`src/rtl/mkpq_pkg.sv`:
```
// Package for the min-key priority queue: sizes, command and status codes,
// transaction structs and the occupancy helper. No dependencies.
package mkpq_pkg;

  localparam int QUEUE_DEPTH = 8;
  localparam int IDX_W       = $clog2(QUEUE_DEPTH);
  localparam int CNT_W       = $clog2(QUEUE_DEPTH + 1);
  localparam int KEY_W       = 8;
  localparam int TAG_W       = 8;
  localparam int OCC_W       = 4;

  localparam logic [CNT_W-1:0] DEPTH_CNT = CNT_W'(QUEUE_DEPTH);

  localparam logic CMD_INSERT  = 1'b0;
  localparam logic CMD_EXTRACT = 1'b1;

  localparam logic [1:0] ST_DONE  = 2'd0;
  localparam logic [1:0] ST_FULL  = 2'd1;
  localparam logic [1:0] ST_EMPTY = 2'd2;

  typedef struct packed {
    logic             cmd;
    logic [KEY_W-1:0] entry_key;
    logic [TAG_W-1:0] entry_tag;
  } in_t;

  typedef struct packed {
    logic [1:0]       status;
    logic [KEY_W-1:0] out_key;
    logic [TAG_W-1:0] out_tag;
    logic [OCC_W-1:0] occupancy;
  } out_t;

  typedef struct packed {
    logic [KEY_W-1:0] key;
    logic [TAG_W-1:0] tag;
  } entry_t;

  // The reported occupancy is the fill count reduced to its low four bits.
  function automatic logic [OCC_W-1:0] to_occ(input logic [CNT_W-1:0] cnt);
    logic [CNT_W+OCC_W-1:0] ext;
    ext = {{OCC_W{1'b0}}, cnt};
    return ext[OCC_W-1:0];
  endfunction

endpackage

```
`src/rtl/mkpq_ram.sv`:
```
// Generic simple dual-port RAM: one write port, one read port with registered
// read data. No package dependencies.
module mkpq_ram #(
  parameter int WIDTH = 16,
  parameter int DEPTH = 8,
  parameter int ADDR_W = $clog2(DEPTH)
) (
  input  logic              clk,
  input  logic              wr_en,
  input  logic [ADDR_W-1:0] wr_addr,
  input  logic [WIDTH-1:0]  wr_data,
  input  logic [ADDR_W-1:0] rd_addr,
  output logic [WIDTH-1:0]  rd_data
);

  logic [WIDTH-1:0] mem [DEPTH];

  always_ff @(posedge clk) begin
    if (wr_en) begin
      mem[wr_addr] <= wr_data;
    end
    rd_data <= mem[rd_addr];
  end

endmodule

```
`src/rtl/min_key_priority_queue_core.sv`:
```
// Top level of the min-key priority queue: command sequencer around the entry RAM.
// Depends on mkpq_pkg and mkpq_ram.
//
// A bounded priority queue of (key, tag) pairs held in arrival order in a single
// synchronous RAM of QUEUE_DEPTH entries with registered read data. An insert
// transaction writes the pair at the tail in the cycle it is accepted and its result
// passes through the response register and then the output register; an insert on a
// full queue is refused with status full. An extract transaction streams the n held
// entries out of the RAM read port, one per cycle, keeping the smallest key found so
// far (the oldest entry wins on equal keys), and then moves every entry behind the
// winner down one place, reading one entry and writing the one before it in each
// cycle. An extract on an empty queue is refused with status empty. Exactly one
// result transaction is produced per input transaction. Results sit in an output
// register, so a new input transaction is taken while an earlier result still waits
// for the consumer; the queue works on one transaction at a time. The RAM needs no
// clearing after reset, as only entries below the fill count are ever used.
module min_key_priority_queue_core
  import mkpq_pkg::*;
(
  input  logic clk,
  input  logic rst_n,
  input  logic in_valid,
  output logic in_ready,
  input  in_t  in_data,
  output logic out_valid,
  input  logic out_ready,
  output out_t out_data
);

  localparam logic [1:0] S_IDLE  = 2'd0;
  localparam logic [1:0] S_SCAN  = 2'd1;
  localparam logic [1:0] S_SHIFT = 2'd2;
  localparam logic [1:0] S_RESP  = 2'd3;

  localparam logic [IDX_W-1:0] IDX_ONE  = IDX_W'(1);
  localparam logic [IDX_W-1:0] IDX_ZERO = '0;

  logic [1:0]       state_r, state_nxt;
  logic [CNT_W-1:0] count_r, count_nxt;
  logic [IDX_W-1:0] pos_r, pos_nxt;
  logic [IDX_W-1:0] best_idx_r, best_idx_nxt;
  entry_t           best_r, best_nxt;
  out_t             res_r, res_nxt;
  logic             out_valid_r, out_valid_nxt;
  out_t             out_data_r, out_data_nxt;

  // RAM port signals
  logic             ram_we;
  logic [IDX_W-1:0] ram_waddr;
  entry_t           ram_wdata;
  logic [IDX_W-1:0] ram_raddr;
  entry_t           ram_rdata;

  // Scan helpers
  logic             take;
  logic [IDX_W-1:0] sel_idx;
  entry_t           sel_entry;
  logic [IDX_W-1:0] pos_inc;
  logic             last_pos;

  mkpq_ram #(
    .WIDTH ($bits(entry_t)),
    .DEPTH (QUEUE_DEPTH)
  ) u_ram (
    .clk     (clk),
    .wr_en   (ram_we),
    .wr_addr (ram_waddr),
    .wr_data (ram_wdata),
    .rd_addr (ram_raddr),
    .rd_data (ram_rdata)
  );

  assign pos_inc  = pos_r + IDX_ONE;
  // The entry now on the read port is the last one held (before any decrement).
  assign last_pos = ((CNT_W'(pos_r) + CNT_W'(1)) == count_r);

  // A strictly smaller key replaces the running minimum, so the oldest wins ties.
  assign take      = (pos_r == IDX_ZERO) || (ram_rdata.key < best_r.key);
  assign sel_idx   = take ? pos_r : best_idx_r;
  assign sel_entry = take ? ram_rdata : best_r;

  always_comb begin
    state_nxt    = state_r;
    count_nxt    = count_r;
    pos_nxt      = pos_r;
    best_idx_nxt = best_idx_r;
    best_nxt     = best_r;
    res_nxt      = res_r;
    in_ready     = 1'b0;
    ram_we       = 1'b0;
    ram_waddr    = pos_r - IDX_ONE;
    ram_wdata    = ram_rdata;
    ram_raddr    = pos_inc;

    unique case (state_r)
      S_IDLE: begin
        in_ready = 1'b1;
        if (in_valid) begin
          if (in_data.cmd == CMD_INSERT) begin
            if (count_r == DEPTH_CNT) begin
              res_nxt = '{status: ST_FULL, out_key: '0, out_tag: '0,
                          occupancy: to_occ(count_r)};
            end else begin
              ram_we         = 1'b1;
              ram_waddr      = count_r[IDX_W-1:0];
              ram_wdata.key  = in_data.entry_key;
              ram_wdata.tag  = in_data.entry_tag;
              count_nxt      = count_r + CNT_W'(1);
              res_nxt = '{status: ST_DONE, out_key: '0, out_tag: '0,
                          occupancy: to_occ(count_r + CNT_W'(1))};
            end
            state_nxt = S_RESP;
          end else begin
            if (count_r == '0) begin
              res_nxt = '{status: ST_EMPTY, out_key: '0, out_tag: '0,
                          occupancy: to_occ(count_r)};
              state_nxt = S_RESP;
            end else begin
              ram_raddr = IDX_ZERO;
              pos_nxt   = IDX_ZERO;
              state_nxt = S_SCAN;
            end
          end
        end
      end

      S_SCAN: begin
        best_idx_nxt = sel_idx;
        best_nxt     = sel_entry;
        if (last_pos) begin
          count_nxt = count_r - CNT_W'(1);
          res_nxt = '{status: ST_DONE, out_key: sel_entry.key, out_tag: sel_entry.tag,
                      occupancy: to_occ(count_r - CNT_W'(1))};
          if (sel_idx == pos_r) begin
            state_nxt = S_RESP;
          end else begin
            // Start closing the gap: fetch the entry just behind the winner.
            ram_raddr = sel_idx + IDX_ONE;
            pos_nxt   = sel_idx + IDX_ONE;
            state_nxt = S_SHIFT;
          end
        end else begin
          pos_nxt = pos_inc;
        end
      end

      S_SHIFT: begin
        // Entry at pos_r is on the read port; it moves down one place.
        ram_we = 1'b1;
        if (CNT_W'(pos_r) == count_r) begin
          state_nxt = S_RESP;
        end else begin
          pos_nxt = pos_inc;
        end
      end

      S_RESP: begin
        if (!out_valid_r || out_ready) begin
          state_nxt = S_IDLE;
        end
      end

      default: begin
        state_nxt = S_IDLE;
      end
    endcase
  end

  // Output register: loaded when a result is ready and the slot is free or is being emptied in that cycle.
  always_comb begin
    out_valid_nxt = out_valid_r;
    out_data_nxt  = out_data_r;
    if (out_valid_r && out_ready) begin
      out_valid_nxt = 1'b0;
    end
    if (state_r == S_RESP && (!out_valid_r || out_ready)) begin
      out_valid_nxt = 1'b1;
      out_data_nxt  = res_r;
    end
  end

  always_ff @(posedge clk) begin
    if (!rst_n) begin
      state_r     <= S_IDLE;
      count_r     <= '0;
      out_valid_r <= 1'b0;
    end else begin
      state_r     <= state_nxt;
      count_r     <= count_nxt;
      out_valid_r <= out_valid_nxt;
    end
  end

  always_ff @(posedge clk) begin
    pos_r      <= pos_nxt;
    best_idx_r <= best_idx_nxt;
    best_r     <= best_nxt;
    res_r      <= res_nxt;
    out_data_r <= out_data_nxt;
  end

  assign out_valid = out_valid_r;
  assign out_data  = out_data_r;

endmodule
```
`config.mk`:
```
export PLATFORM = sky130hd
export DESIGN_NAME = min_key_priority_queue_core
export DESIGN_NICKNAME = d
export VERILOG_FILES = /design/src/rtl/mkpq_pkg.sv /design/src/rtl/mkpq_ram.sv /design/src/rtl/min_key_priority_queue_core.sv
export SDC_FILE = /design/constraint.sdc
export NUM_CORES = 1
export LEC_CHECK = 0
export ABC_AREA = 1
export BUFFER_PORTS_ARGS = -buffer_cell sky130_fd_sc_hd__buf_2
export CELL_PAD_IN_SITES_DETAIL_PLACEMENT = 2
export CELL_PAD_IN_SITES_GLOBAL_PLACEMENT = 2
export CORE_UTILIZATION = 35
export CTS_BUF_LIST = sky130_fd_sc_hd__clkbuf_4
export CTS_CLUSTER_SIZE = 20
export DETAILED_ROUTE_END_ITERATION = 10
export PLACE_DENSITY_LB_ADDON = 0.1
export SLEW_MARGIN = 15
export SYNTH_ARGS = -nofsm -noshare
export SYNTH_HDL_FRONTEND = slang
export SYNTH_SLANG_ARGS = --single-unit
```
`constraint.sdc`:
```
create_clock -name clk -period 4.6 [get_ports clk]
set_clock_uncertainty 0.2 [all_clocks]
set_input_delay 0.23 -clock clk [delete_from_list [all_inputs] [get_ports clk]]
set_output_delay 0.23 -clock clk [all_outputs]
set_load 0.01 [all_outputs]
```
-- After elaboration in Yosys (flattened, before gate mapping)
Memory sizes are Yosys's and may differ from the RTL's. A register that Yosys moved wholly into a read port is not among the register bits.
Index checks and enable logic that the tools add are counted.
W data, S select, Z words.
- reduce and logical (&&, ||, !) cells: 15
- magnitude comparators: 1
- $add $sub $neg: 6
- equality and inequality tests: 18
- mux-type cells: 51
- operators by type and width (cell ; number):
    $mux W22 ; 4
    $mux W16 ; 5
    $mux W3 ; 16
    $pmux W22 S2 ; 1
    $mux W21 ; 1
    $ne A2 B2 Y1 const B ; 9
    $mux W4 ; 4
    $mux W2 ; 6
    $mux W1 ; 9
    $pmux W3 S3 ; 1
    $lt A8 B8 Y1 ; 1
    $pmux W2 S4 ; 1
    $pmux W4 S2 ; 1
    $reduce_and A4 Y1 ; 2
    $add A3 B1 Y3 const B ; 2
    $ne A3 B3 Y1 const B ; 2
    $pmux W3 S2 ; 1
    $reduce_and A6 Y1 ; 1
    $reduce_and A5 Y1 ; 1
    $add A3 B1 Y4 const B ; 1
    $add A4 B1 Y4 const B ; 1
    $eq A2 B2 Y1 const B ; 2
    $eq A3 B4 Y1 ; 1
    $eq A4 B4 Y1 ; 1
    14 further kinds ; 17
- output and inout port bits: 24
- bits in writable memories: 128
- word-level logic and storage cells: 107
- bits in registers: 73
- input port bits: 21
- memories: 1
- memory list (memory ; depth ; width ; read ports ; clocked after memory_dff ; write ports ; line ; source):
    u_ram.mem ; 8 ; 16 ; 1 ; 1 ; 1 ; mkpq_ram.sv:16 ; logic [WIDTH-1:0] mem [DEPTH];

-- Longest topological paths before layout
Gate-level depths: netlist of run 1.
- depth after elaboration: 7
- depth in mapped cells: 23

-- Cells and area by module
Synthesis of run 1 repeated with hierarchy kept, for this count alone.
- cell total of the unflattened synthesis: 993
- area, all modules: 9774.4 um^2
- modules (own cells, without submodules) (module ; cells each ; area each (um^2) ; sequential area each (um^2) ; instances):
    mkpq_ram ; 587 ; 5989.5 ; 4164.0 ; 1
    min_key_priority_queue_core ; 406 ; 3784.9 ; 2122.0 ; 1

-- Least setup slack after synthesis of run 1
No wires, ideal clock.
- path type: reg2reg
- from: register pos_r[0]
- to: register res_r[0] in the netlist's numbering (enable)
- path buffers: 0
- period minus slack after synthesis: 3.874 ns
- library setup time: 0.429 ns
- setup slack: 0.726 ns
- stages on the path, launching flop included: 12
- arrival time: 3.245 ns
- cell sequence: edfxtp_1 > inv_1 > ha_1 > inv_1 > nor2_1 > nor3_1 > nand3_1 > nand2_1 > inv_2 > a21oi_1 > inv_1 > nor3_1
- cells in the longest elaborated chain, start to end: 4
- ends and longest elaborated chain (what ; line ; source):
    from (decl) ; min_key_priority_queue_core.sv:40 ; logic [IDX_W-1:0] pos_r, pos_nxt;
    from (signal assigned) ; min_key_priority_queue_core.sv:195 ; pos_r <= pos_nxt;
    $add A3 B1 Y4 ; min_key_priority_queue_core.sv:75 ; assign last_pos = ((CNT_W'(pos_r) + CNT_W'(1)) == count_r);
    $eq A4 B4 Y1 ; min_key_priority_queue_core.sv:75 ;
    $ne A2 B2 Y1 (no line) ; -- ;
    $reduce_and A4 Y1 (no line) ; -- ;
    to (signal assigned) ; min_key_priority_queue_core.sv:198 ; res_r <= res_nxt;
    to (decl) ; min_key_priority_queue_core.sv:43 ; out_t res_r, res_nxt;
Every way passes these cells.
A chain may end at the register's enable or synchronous reset.

-- Worst setup path after layout of run 1
- from: register pos_r[0]
- to: register state_r[0]
- cells in the longest elaborated chain, start to end: 7
- ends and longest elaborated chain (what ; line ; source):
    $logic_not A3 Y1 ; min_key_priority_queue_core.sv:78 ; assign take = (pos_r == IDX_ZERO) || (ram_rdata.key < best_r.key);
    $logic_or A1 B1 Y1 ; min_key_priority_queue_core.sv:78 ;
    $mux W3 ; min_key_priority_queue_core.sv:79 ; assign sel_idx = take ? pos_r : best_idx_r;
    $eq A3 B3 Y1 ; min_key_priority_queue_core.sv:134 ; if (sel_idx == pos_r) begin
    $mux W1 ; min_key_priority_queue_core.sv:134 ;
    $mux W2 ; min_key_priority_queue_core.sv:130 ; if (last_pos) begin
    $pmux W2 S4 ; min_key_priority_queue_core.sv:95 ; unique case (state_r)
    to (signal assigned) ; min_key_priority_queue_core.sv:188 ; state_r <= state_nxt;
    to (decl) ; min_key_priority_queue_core.sv:38 ; logic [1:0] state_r, state_nxt;
Parallel ways exist; a longest one is shown, timed or not. The select of a mux whose other input is x is not followed.

==> metrics.cfg, run 1 <==
[cells_and_area]
post_route_cells_drive_above_1_share = 0.166
design.final.nets = 1086
layout-area-overhead-vs-synth_pct = 17.4

[critical_path]
arrival_time_at_the_worst_endpoint_ns = 4.18
reg2regPathDepth = 15
worst_setup_path_startpoint = pos_r[0]
worst_ep_required_time_ns = 5.02
worst_setup_path_start_kind = flop
crit_path_end_kind = flop
worst_r2r_startpoint = pos_r[0]
regToRegSetupSlack_ns = 0.84
timing.rr.end = state_r[0]
critical_path_class = flop to flop
crit_path_max_fanout = 6

[clock_network]
clock_tree.buffer_depth = 3
worst_skew_pair.late_latency_ns = 0.69
clock-root-buffer = clkbuf_4
tritoncts = yes
cts.sink_count = 217
tritoncts.num_buffers = 61
cts-htree-levels = 2
cts.reportedPaths.clkPinSlew_ns = 0.06

[timing]
timing.setup.tns_ns = 0
timing.slew.headroom = 0.231
timing_max_transition_violations_final = 0
final.period_utilization = 0.818
grt_setup_unrepaired = false
hold_ws_ns = 0.213
post-route-min-period_ns = 3.76
hold_viol = 0
worst_slew_pin_slew_ns = 1.15
setup_viol = 0
final_critical_path_setup_slack_ns = 0.839
maxClockFrequency_ghz = 0.266

[route]
route.met2.wl_um = 13600
routed.top_layer = met4
avg_wl_per_cell_um = 19.2
final_antenna_net_count = 0
drtPass1Iterations = 6
number_of_vias_in_the_routed_layout = 7058
via_per_inst = 4.91
wl_met3_um = 910
routedLengthMet1_um = 12400
drt_iter0_drc = 327
drt_drc_violations_left = 0
drt_wl_total_um = 27600

[synthesis]
synth_cell_types = 33
synth-async-reset-ratio = 0
yosys.area.top_type_share = 0.608
synth_flop_cell = edfxtp_1
yosysWarningCount = 0
synth.ff_latch_count = 217
synth_edf_count = 194
syn-cell-area_sq_mm = 0.00958
synth_commonest_cells = nand2_1, edfxtp_1, inv_1
seq_area_frac_synth = 0.656
post_synth.cell_area_avg_sq_um = 10.3
syn-num-nets = 968
synth.most_common_cell = nand2_1
ys_top_cells_by_area = edfxtp_1, nand2_1, nand3_1
synthCells = 929
yosys.area.top_type = edfxtp_1

[global_routing]
global_route_wire_length_before_repair_um = 43000
grt-ovfl-total = 0
groute.usage.overall = 0.202
antenna_violations_before_repair = 1
first_global_vias = 7628
grt_max_degree = 52

[floorplan]
core_ar_sq_mm = 0.0269
die_x_um = 167
floorplan.initialDensity = 0.357
die_span_y_um = 167
fp-row-count = 60
die_area_sq_mm = 0.0280
top_level_ports = 45

[flow_run]
drv_cap = 0

[outcome]
status = complete, no violations

[placed_design]
place_ws_ns = 1.03
dp_hpwl_um = 18000
place_congestion = 0.745
io_buffers = 44

[hold_path]
min_to = count_r[1]
hp-start = rst_n
min_path_type = input port to flop
worstHoldPathCells = 4

## cells in the final DEF, fill, tap and decap left out, types with 6 or more instances in the layout
master	n
buf_2	44
nand2_1	216
nand3_1	110
dfxtp_1	23
buf_4	26
nor2_1	51
ha_1	18
o21ai_0	34
clkinv_1	16
a21oi_1	33
inv_1	143
clkbuf_4	94
o21ai_1	27
edfxtp_1	194
xor2_1	6
dlygate4sd3_1	23
## what timing repair did
item | 4_1_cts | 5_1_grt
hold endpoints to repair | 165 | 0
resized for setup | 0 | 0
hold buffers | 23 | 0
buffers inserted | 0 | 0
## critical path: stages (launching register included)
cell           delay, ns
edfxtp_1            0.48
inv_1               0.25
ha_1                0.32
inv_1               0.13
nor2_1              0.05
nor3_1              0.19
nand3_1             0.15
nand2_1             0.13
inv_2               0.07
a21oi_1             0.17
o221ai_1            0.21
nand2_1             0.10
nand2_1             0.05
dlygate4sd3_1       0.56
a21oi_1             0.10
dlygate4sd3_1       0.55
## metal layers
metal / vias up / track usage
met5: - / 0
met4: 0 / 0.0734
met3: 65 / 0.0352
met2: 126 / 0.350
met1: 3503 / 0.254
li1: 3364 / -
## worst max path at each step
stage	end	slack, ns	depth (start not counted)
after floorplan	res_r[0]	0.73	11
after global placement	u_ram.rd_data[10]	1.17	18
after detailed placement	u_ram.rd_data[15]	1.03	17
after CTS	state_r[0]	0.85	15
after global routing	state_r[0]	0.54	15
final	state_r[0]	0.84	15
## stage by stage
stage | util | instance area (sq um) | cells
6_report | 0.419 | 11300 | 1438
5_1_grt | 0.419 | 11300 | 1438
4_1_cts | 0.419 | 11300 | 1437
3_5_place_dp | 0.381 | 10200 | 1302
3_3_place_gp | 0.381 | 10200 | 1302
2_1_floorplan | - | 9580 | 929
## final cells by class
type,instances,area [sq um]
inverter,146,548
clock buffer,94,706
antenna,1,2.50
fill,2947,15600
clock inverter,18,72.6
multi-input combinational,528,2570
timing repair buffer,93,646
tap,341,427
sequential,217,6290
## cell families after synthesis
group | count (synthesis) | share of synthesized area
flip-flops | 217 | 0.656
adder cells (fa/ha/maj) | 18 | 0.0235
AO/OA/AOI/OAI | 110 | 0.0623
buffers and inverters | 184 | 0.0777
AND/OR/NAND/NOR | 391 | 0.170
XOR/XNOR | 9 | 0.0102
## state kept, by name, indices dropped and copies added (netlist names), 3 cells and up
signal,count
count_r,4
best_r,16
u_ram.mem,128
best_idx_r,3
out_data,22
u_ram.rd_data,16
pos_r,3
res_r,22
Power of run 1 is not shown: default switching activity piles up to over one toggle a cycle in this logic, so the estimate is an artifact.
==> run 2, diff against run 1 <==
--- a/config.mk
+++ b/config.mk
@@ -5,7 +5,7 @@
 export SDC_FILE = /design/constraint.sdc
 export NUM_CORES = 1
 export LEC_CHECK = 0
-export ABC_AREA = 1
+export ABC_AREA = 0
 export BUFFER_PORTS_ARGS = -buffer_cell sky130_fd_sc_hd__buf_2
 export CELL_PAD_IN_SITES_DETAIL_PLACEMENT = 2
 export CELL_PAD_IN_SITES_GLOBAL_PLACEMENT = 2
==> constraint.sdc (replaced) <==
create_clock -name clk -period 3.3 [get_ports clk]
set_clock_uncertainty 0.2 [all_clocks]
set_input_delay 0.165 -clock clk [delete_from_list [all_inputs] [get_ports clk]]
set_output_delay 0.165 -clock clk [all_outputs]
set_load 0.01 [all_outputs]
==> metrics.cfg, run 2 <==
[outcome]
status = finished, violations left
failed_checks = design-rule violations, negative setup slack

[power]
power_frac_comb = 0.502
max-vdd-ir-drop_v = 0.000503
power.clock.fraction = 0.168
switching_share = 0.368
intPower_mw = 8.81
p_per_area_mw_per_mm2 = 1200
net_load_switching_power_mw = 5.12
pwr-share-seq = 0.330
power_leakage_nw = 4.59

[floorplan]
die_x_um = 166  ; -0.89%
die_span_y_um = 166  ; -0.89%
floorplan.initialDensity = 0.359  ; +0.00257
top_level_ports = 45  ; unchanged
fp-row-count = 59  ; -1.7%
die_area_sq_mm = 0.0275  ; -1.8%
core_ar_sq_mm = 0.0262  ; -2.5%

[timing]
worst_slew_pin_slew_ns = 0.580  ; -0.573 ns
hold_ws_ns = 0.0456  ; -0.168 ns
timing_max_transition_violations_final = 0  ; unchanged
post-route-min-period_ns = 3.81  ; +0.0445 ns
final.period_utilization = 1.15  ; +0.336
maxClockFrequency_ghz = 0.263  ; -1.2%
final_critical_path_setup_slack_ns = -0.505  ; -1.34 ns
hold_viol = 0  ; unchanged
timing.slew.headroom = 0.614  ; +0.382
timing.setup.tns_ns = -7.27  ; -7.27 ns
grt_setup_unrepaired = true
setup_viol = 16  ; +16

[global_routing]
groute.usage.overall = 0.185  ; -0.0170
busiest_layer = met2
antenna_violations_before_repair = 1  ; unchanged
global_route_wire_length_before_repair_um = 38300  ; -11%
first_global_vias = 6535  ; -14%
grt-ovfl-total = 0  ; unchanged
met2_usage = 0.327  ; -0.0229
use_met3 = 0.0338  ; -0.00137
globalRouteMet1Util = 0.226  ; -0.0283
grt_max_degree = 49  ; -5.8%

[clock_network]
tritoncts = yes
tritoncts.num_buffers = 59  ; -3.3%
cts-htree-levels = 2  ; unchanged
cts.sink_count = 217  ; unchanged
cts.reportedPaths.clkPinSlew_ns = 0.08  ; +0.02 ns
clock_tree.buffer_depth = 3  ; unchanged
worst_skew_pair.late_latency_ns = 0.70  ; about the same
clock-root-buffer = clkbuf_4

[placed_design]
detailed_place.area_sq_mm = 0.0104  ; +1.5%
place_ws_ns = -0.633  ; -1.67 ns
dp_hpwl_um = 16000  ; -11%
io_buffers = 44  ; unchanged
dpl.cell_count = 1036  ; -20%
place_congestion = 0.753  ; +1.1%

[hold_path]
hp-start = out_ready
min_path_type = input port to flop

[critical_path]
critical_path_class = flop to flop
worst_setup_path_start_kind = flop
timing.critical_path.buf_inv = 4  ; -1
arrival_time_at_the_worst_endpoint_ns = 4.19  ; about the same
crit_path_max_fanout = 4  ; -2
critPathSlowestCell = edfxtp_1
worst_setup_path_startpoint = best_r[14]
worst_r2r_startpoint = best_r[14]
critical_path.max_stage_delay_ns = 0.38  ; -0.18 ns
path_cells = inv_2, ha_4, nand4_1, nor2_1, a211o_1, o21ai_4, mux2_4, ha_4, nand2_2, or3_4, o311ai_4, buf_12, buf_12, clkbuf_16, mux2i_1, mux2i_1, mux2_2
cpLargestDelayFamily = multiplexers
crit_path_end_kind = flop
worst_ep_required_time_ns = 3.68  ; -1.34 ns

[route]
number_of_vias_in_the_routed_layout = 5795  ; -18%
drt_wl_total_um = 24600  ; -11%
avg_wl_per_cell_um = 20.9  ; +8.9%
via_per_inst = 4.92  ; +0.23%
final_antenna_net_count = 0  ; unchanged
drt_iter0_drc = 205  ; -37%
drtPass1Iterations = 7  ; +1
drt_drc_violations_left = 3  ; +3

[synthesis]
syn-cell-area_sq_mm = 0.00941  ; -1.8%
yosys.area.top_type_share = 0.619  ; +0.0111
post_synth.cell_area_avg_sq_um = 15.0  ; +45%
yosys.area.top_type = edfxtp_1
synth-async-reset-ratio = 0  ; unchanged
synthCells = 628  ; -32%
synth_commonest_cells = edfxtp_1, mux2i_1, nand2_1
synth_cell_types = 55  ; +67%
yosysWarningCount = 0  ; unchanged
synth.most_common_cell = edfxtp_1
synth.ff_latch_count = 217  ; unchanged
seq_area_frac_synth = 0.668  ; +0.0119
syn-num-nets = 667  ; -31%
ys_top_cells_by_area = edfxtp_1, mux2i_1, dfxtp_1
synth_flop_cell = edfxtp_1
synth_edf_count = 194  ; unchanged

[cells_and_area]
final.fill_count = 2550  ; -13%
design.final.nets = 834  ; -23%
top_register = u_ram.mem
mostFrequentLayoutCells = edfxtp_1, mux2i_1, clkbuf_4, nand2_1, buf_4
multi_input_comb_area_sq_mm = 0.00293  ; +14%
stdcell_count = 1178  ; -18%
post_route_cells_drive_above_1_share = 0.308  ; +0.142
regArea_sq_mm = 0.00629  ; about the same
layout_commonest_cell = edfxtp_1
largest_register_ffs = 128  ; unchanged
final_area_sq_mm = 0.0116  ; +3.3%
layout-area-overhead-vs-synth_pct = 23.5

[flow_run]
drv_cap = 0  ; unchanged

run 2: power by group through the flow:
| stage | logic (mW) | clock network (mW) | registers, mW |
|---|---|---|---|
| floorplan | 4.55 | 0 | 4.50 |
| global placement | 5.90 | 0 | 4.62 |
| detailed placement | 6.14 | 0 | 4.66 |
| CTS | 7.28 | 2.43 | 4.61 |
| global route | 7.58 | 2.56 | 4.67 |
| finish | 7.00 | 2.34 | 4.60 |
run 2: logic make-up after synthesis:
kind of cell    synth area share
mux                        0.137
simple gates              0.0735
flops                      0.668
xor+xnor                  0.0177
compound gates            0.0448
fa+ha+maj                 0.0239
buf+inv                   0.0356
run 2: stage by stage:
stage / power (mW) / utilization
finish: 13.9 / 0.444
global route: 14.8 / 0.444
CTS: 14.3 / 0.445
detailed placement: 10.8 / 0.397
global placement: 10.5 / 0.397
floorplan: 9.05 / -
run 2: timing repair:
item / in CTS / in global routing
hold endpoints to repair: 154 / 0
pin swaps: 9 / 3
cloned: 4 / 1
hold buffers: 21 / 0
endpoints found under the setup margin: 16 / 16
setup buffers: 10 / 0
gates resized for setup: 18 / 7
run 2: path summary, 6_finish.rpt:
check,cells past startpoint,slack [ns],to
worst min-delay path,4,0.05,out_data[21]
worst max register to register,17,-0.51,u_ram.rd_data[4]
worst max-delay path,17,-0.51,u_ram.rd_data[4]
worst min register to register,0,0.19,out_data[21]
run 2: layout make-up:
type | instances | area share
Clock buffer | 78 | 0.0504
Antenna cell | 1 | 0.000215
Multi-Input combinational cell | 363 | 0.252
Clock inverter | 30 | 0.0133
Tap cell | 335 | 0.0360
Sequential cell | 217 | 0.541
Inverter | 20 | 0.00646
Timing Repair Buffer | 134 | 0.101
run 2: routing by layer:
metal | share of wire | wire length, um
met1 | 0.43 | 10700
met2 | 0.51 | 12500
met3 | 0.033 | 808
met4 | 0.024 | 590
met5 | 0 | 0
run 2: worst reg2reg max path, delay by kind of cell, from the launching register on:
kind	cells	cell delay, ns
AO/OA/AOI/OAI	3	0.66
adder cells (fa/ha/maj)	2	0.49
buffers and inverters	4	0.54
flip-flops	1	0.38
multiplexers	4	0.88
AND/OR/NAND/NOR	4	0.55
Note: power is estimated with default switching activity, not from simulation.
==> run 3, diff against run 2 <==
--- a/config.mk
+++ b/config.mk
@@ -18,3 +18,4 @@
 export SYNTH_ARGS = -nofsm -noshare
 export SYNTH_HDL_FRONTEND = slang
 export SYNTH_SLANG_ARGS = --single-unit
+export TNS_END_PERCENT = 10
==> metrics.cfg, run 3 (synthesized netlist as in run 2, its figures left out) <==
[global_routing]
grt_max_degree = 49  ; unchanged
first_global_vias = 6681  ; +2.2%
global_route_wire_length_before_repair_um = 40000  ; +4.3%
groute.usage.overall = 0.194  ; +0.00886
grt-ovfl-total = 0  ; unchanged
antenna_violations_before_repair = 1  ; unchanged

[timing]
timing.setup.tns_ns = -9.85  ; -2.58 ns
maxClockFrequency_ghz = 0.253  ; -3.8%
timing.slew.headroom = 0.633  ; +0.0192
final_critical_path_setup_slack_ns = -0.654  ; -0.149 ns
grt_setup_unrepaired = true
timing_max_transition_violations_final = 0  ; unchanged
post-route-min-period_ns = 3.95  ; +0.149 ns
final.period_utilization = 1.20  ; +0.0452
setup_viol = 16  ; unchanged
worst_slew_pin_slew_ns = 0.551  ; -0.0288 ns
hold_viol = 0  ; unchanged

[power]
intPower_mw = 9.23  ; +4.8%
power_leakage_nw = 4.63  ; +0.75%
p_per_area_mw_per_mm2 = 1240  ; +3.8%
power.clock.fraction = 0.172  ; +0.004
switching_share = 0.366  ; -0.00140
power_frac_comb = 0.512  ; +0.010
pwr-share-seq = 0.316  ; -0.014
p_total_mw = 14.6  ; +4.5%
max-vdd-ir-drop_v = 0.000484  ; -3.8%
net_load_switching_power_mw = 5.33  ; +4.1%

[outcome]
failed_checks = design-rule violations, negative setup slack
status = finished, violations left

[route]
routedLengthMet1_um = 11200  ; +4.4%
drt_iter0_drc = 215  ; +4.9%
drt_drc_violations_left = 3  ; unchanged
routed.top_layer = met4
drtPass1Iterations = 8  ; +1
route.met2.wl_um = 13100  ; +4.0%
avg_wl_per_cell_um = 22.1  ; +5.8%
drt_wl_total_um = 25900  ; +5.2%
number_of_vias_in_the_routed_layout = 5788  ; -0.12%
wl_met3_um = 858  ; +6.2%
final_antenna_net_count = 0  ; unchanged
via_per_inst = 4.94  ; +0.48%

[cells_and_area]
multi_input_comb_area_sq_mm = 0.00296  ; +1.1%
regArea_sq_mm = 0.00629  ; about the same
mostFrequentLayoutCells = edfxtp_1, clkbuf_4, mux2i_1, nand2_1, buf_4
final.fill_count = 2554  ; +0.16%
post_route_cells_drive_above_1_share = 0.321  ; +0.0134
final_area_sq_mm = 0.0117  ; +0.70%
top_register = u_ram.mem
layout-area-overhead-vs-synth_pct = 24.4
layout_commonest_cell = edfxtp_1
design.final.nets = 827  ; -0.84%
largest_register_ffs = 128  ; unchanged

[floorplan]
die_span_y_um = 166  ; unchanged
top_level_ports = 45  ; unchanged
core_ar_sq_mm = 0.0262  ; unchanged
die_area_sq_mm = 0.0275  ; unchanged
die_x_um = 166  ; unchanged
floorplan.initialDensity = 0.359  ; unchanged
fp-row-count = 59  ; unchanged

[critical_path]
worst_r2r_startpoint = best_r[14]
timing.rr.end = u_ram.rd_data[4]
arrival_time_at_the_worst_endpoint_ns = 4.32  ; +0.13 ns
regToRegSetupSlack_ns = -0.65  ; -0.15 ns
crit_path_end_kind = flop
crit_path_max_fanout = 6  ; +2
worst_ep_required_time_ns = 3.67  ; about the same
critical_path_class = flop to flop
worst_setup_path_start_kind = flop
reg2regPathDepth = 17  ; unchanged

[hold_path]
min_to = out_valid
min_path_type = input port to flop
hp-start = rst_n
worstHoldPathCells = 3  ; -1

[placed_design]
place_ws_ns = -0.686  ; -0.0526 ns
dp_hpwl_um = 16000  ; +0.13%
place_congestion = 0.751  ; -0.27%
io_buffers = 44  ; unchanged
detailed_place.area_sq_mm = 0.0103  ; -0.79%

[clock_network]
clock_tree.buffer_depth = 3  ; unchanged
cts-htree-levels = 2  ; unchanged
tritoncts = yes
clock-root-buffer = clkbuf_4
cts.sink_count = 217  ; unchanged
cts.reportedPaths.clkPinSlew_ns = 0.07  ; about the same
tritoncts.num_buffers = 57  ; -3.4%
worst_skew_pair.late_latency_ns = 0.68  ; -0.02 ns

[flow_run]
drv_cap = 0  ; unchanged

## run 3: cell types whose count changed in the layout (fill, tap and decap cells not counted), sizes merged
cell / delta
clkinvlp: -1
buf: -4
clkbuf: +15
clkinv: -17
## run 3: final cells by class
cell class,count,area share
flip-flops and latches,217,0.537
well taps,335,0.0358
inverters,20,0.00641
repair buffers,129,0.100
clock buffers,94,0.0603
clock inverters,12,0.00684
multi-input cells,363,0.253
diodes,1,0.000214
## run 3: per-stage QoR
step,std cells,util,hold slack [ns]
finish,1171,0.447,0.144
global placement,1030,0.394,0.203
detailed placement,1030,0.394,0.208
global route,1171,0.447,0.121
CTS,1170,0.445,0.0812
floorplan,628,-,0.0828
## run 3: repair_timing
| action | CTS | global route |
|---|---|---|
| pin swaps | 9 | 2 |
| hold buffers | 21 | 0 |
| setup buffers | 7 | 0 |
| endpoints found under the hold margin | 159 | 0 |
| endpoints found under the setup margin | 16 | 16 |
| gates resized for setup | 21 | 10 |
| gates cloned | 6 | 0 |
## run 3: worst max-delay path by stage
stage / startpoint / end / slack (ns) / cells after the start
3_3_place_gp: u_ram.rd_data[15] / u_ram.rd_data[9] / -0.53 / 14
6_report: best_r[14] / u_ram.rd_data[4] / -0.65 / 17
3_5_place_dp: best_r[13] / u_ram.rd_data[9] / -0.69 / 15
4_1_cts: best_r[14] / u_ram.rd_data[15] / -0.59 / 17
5_1_grt: best_r[14] / u_ram.rd_data[14] / -0.74 / 17
2_1_floorplan: best_r[15] / u_ram.rd_data[0] / -0.56 / 17
## run 3: worst max-delay path: stages, from the launching register on
cell and delay, ns:
edfxtp_1 0.39, inv_2 0.10, ha_4 0.23, a21oi_4 0.14, nand2_1 0.08, a211o_1 0.31, o21ai_4 0.26, mux2_4 0.35
ha_4 0.28, nand2_2 0.04, or3_4 0.33, o311ai_4 0.15, buf_12 0.18, buf_12 0.12, buf_16 0.13, mux2i_1 0.20
mux2i_1 0.09, mux2_4 0.27
## run 3: power by group through the flow
stage / combinational [mW] / sequential, mW / clock, mW
after floorplan: 4.55 / 4.50 / 0
after detailed placement: 6.13 / 4.67 / 0
after CTS: 7.44 / 4.62 / 2.60
final: 7.45 / 4.61 / 2.50
after global routing: 8.01 / 4.68 / 2.74
after global placement: 5.86 / 4.61 / 0
## run 3: metal layers
metal,vias up,global-route usage
li1,2673,-
met1,2933,0.238
met2,122,0.339
met3,60,0.0338
met4,0,0.0792
met5,-,0
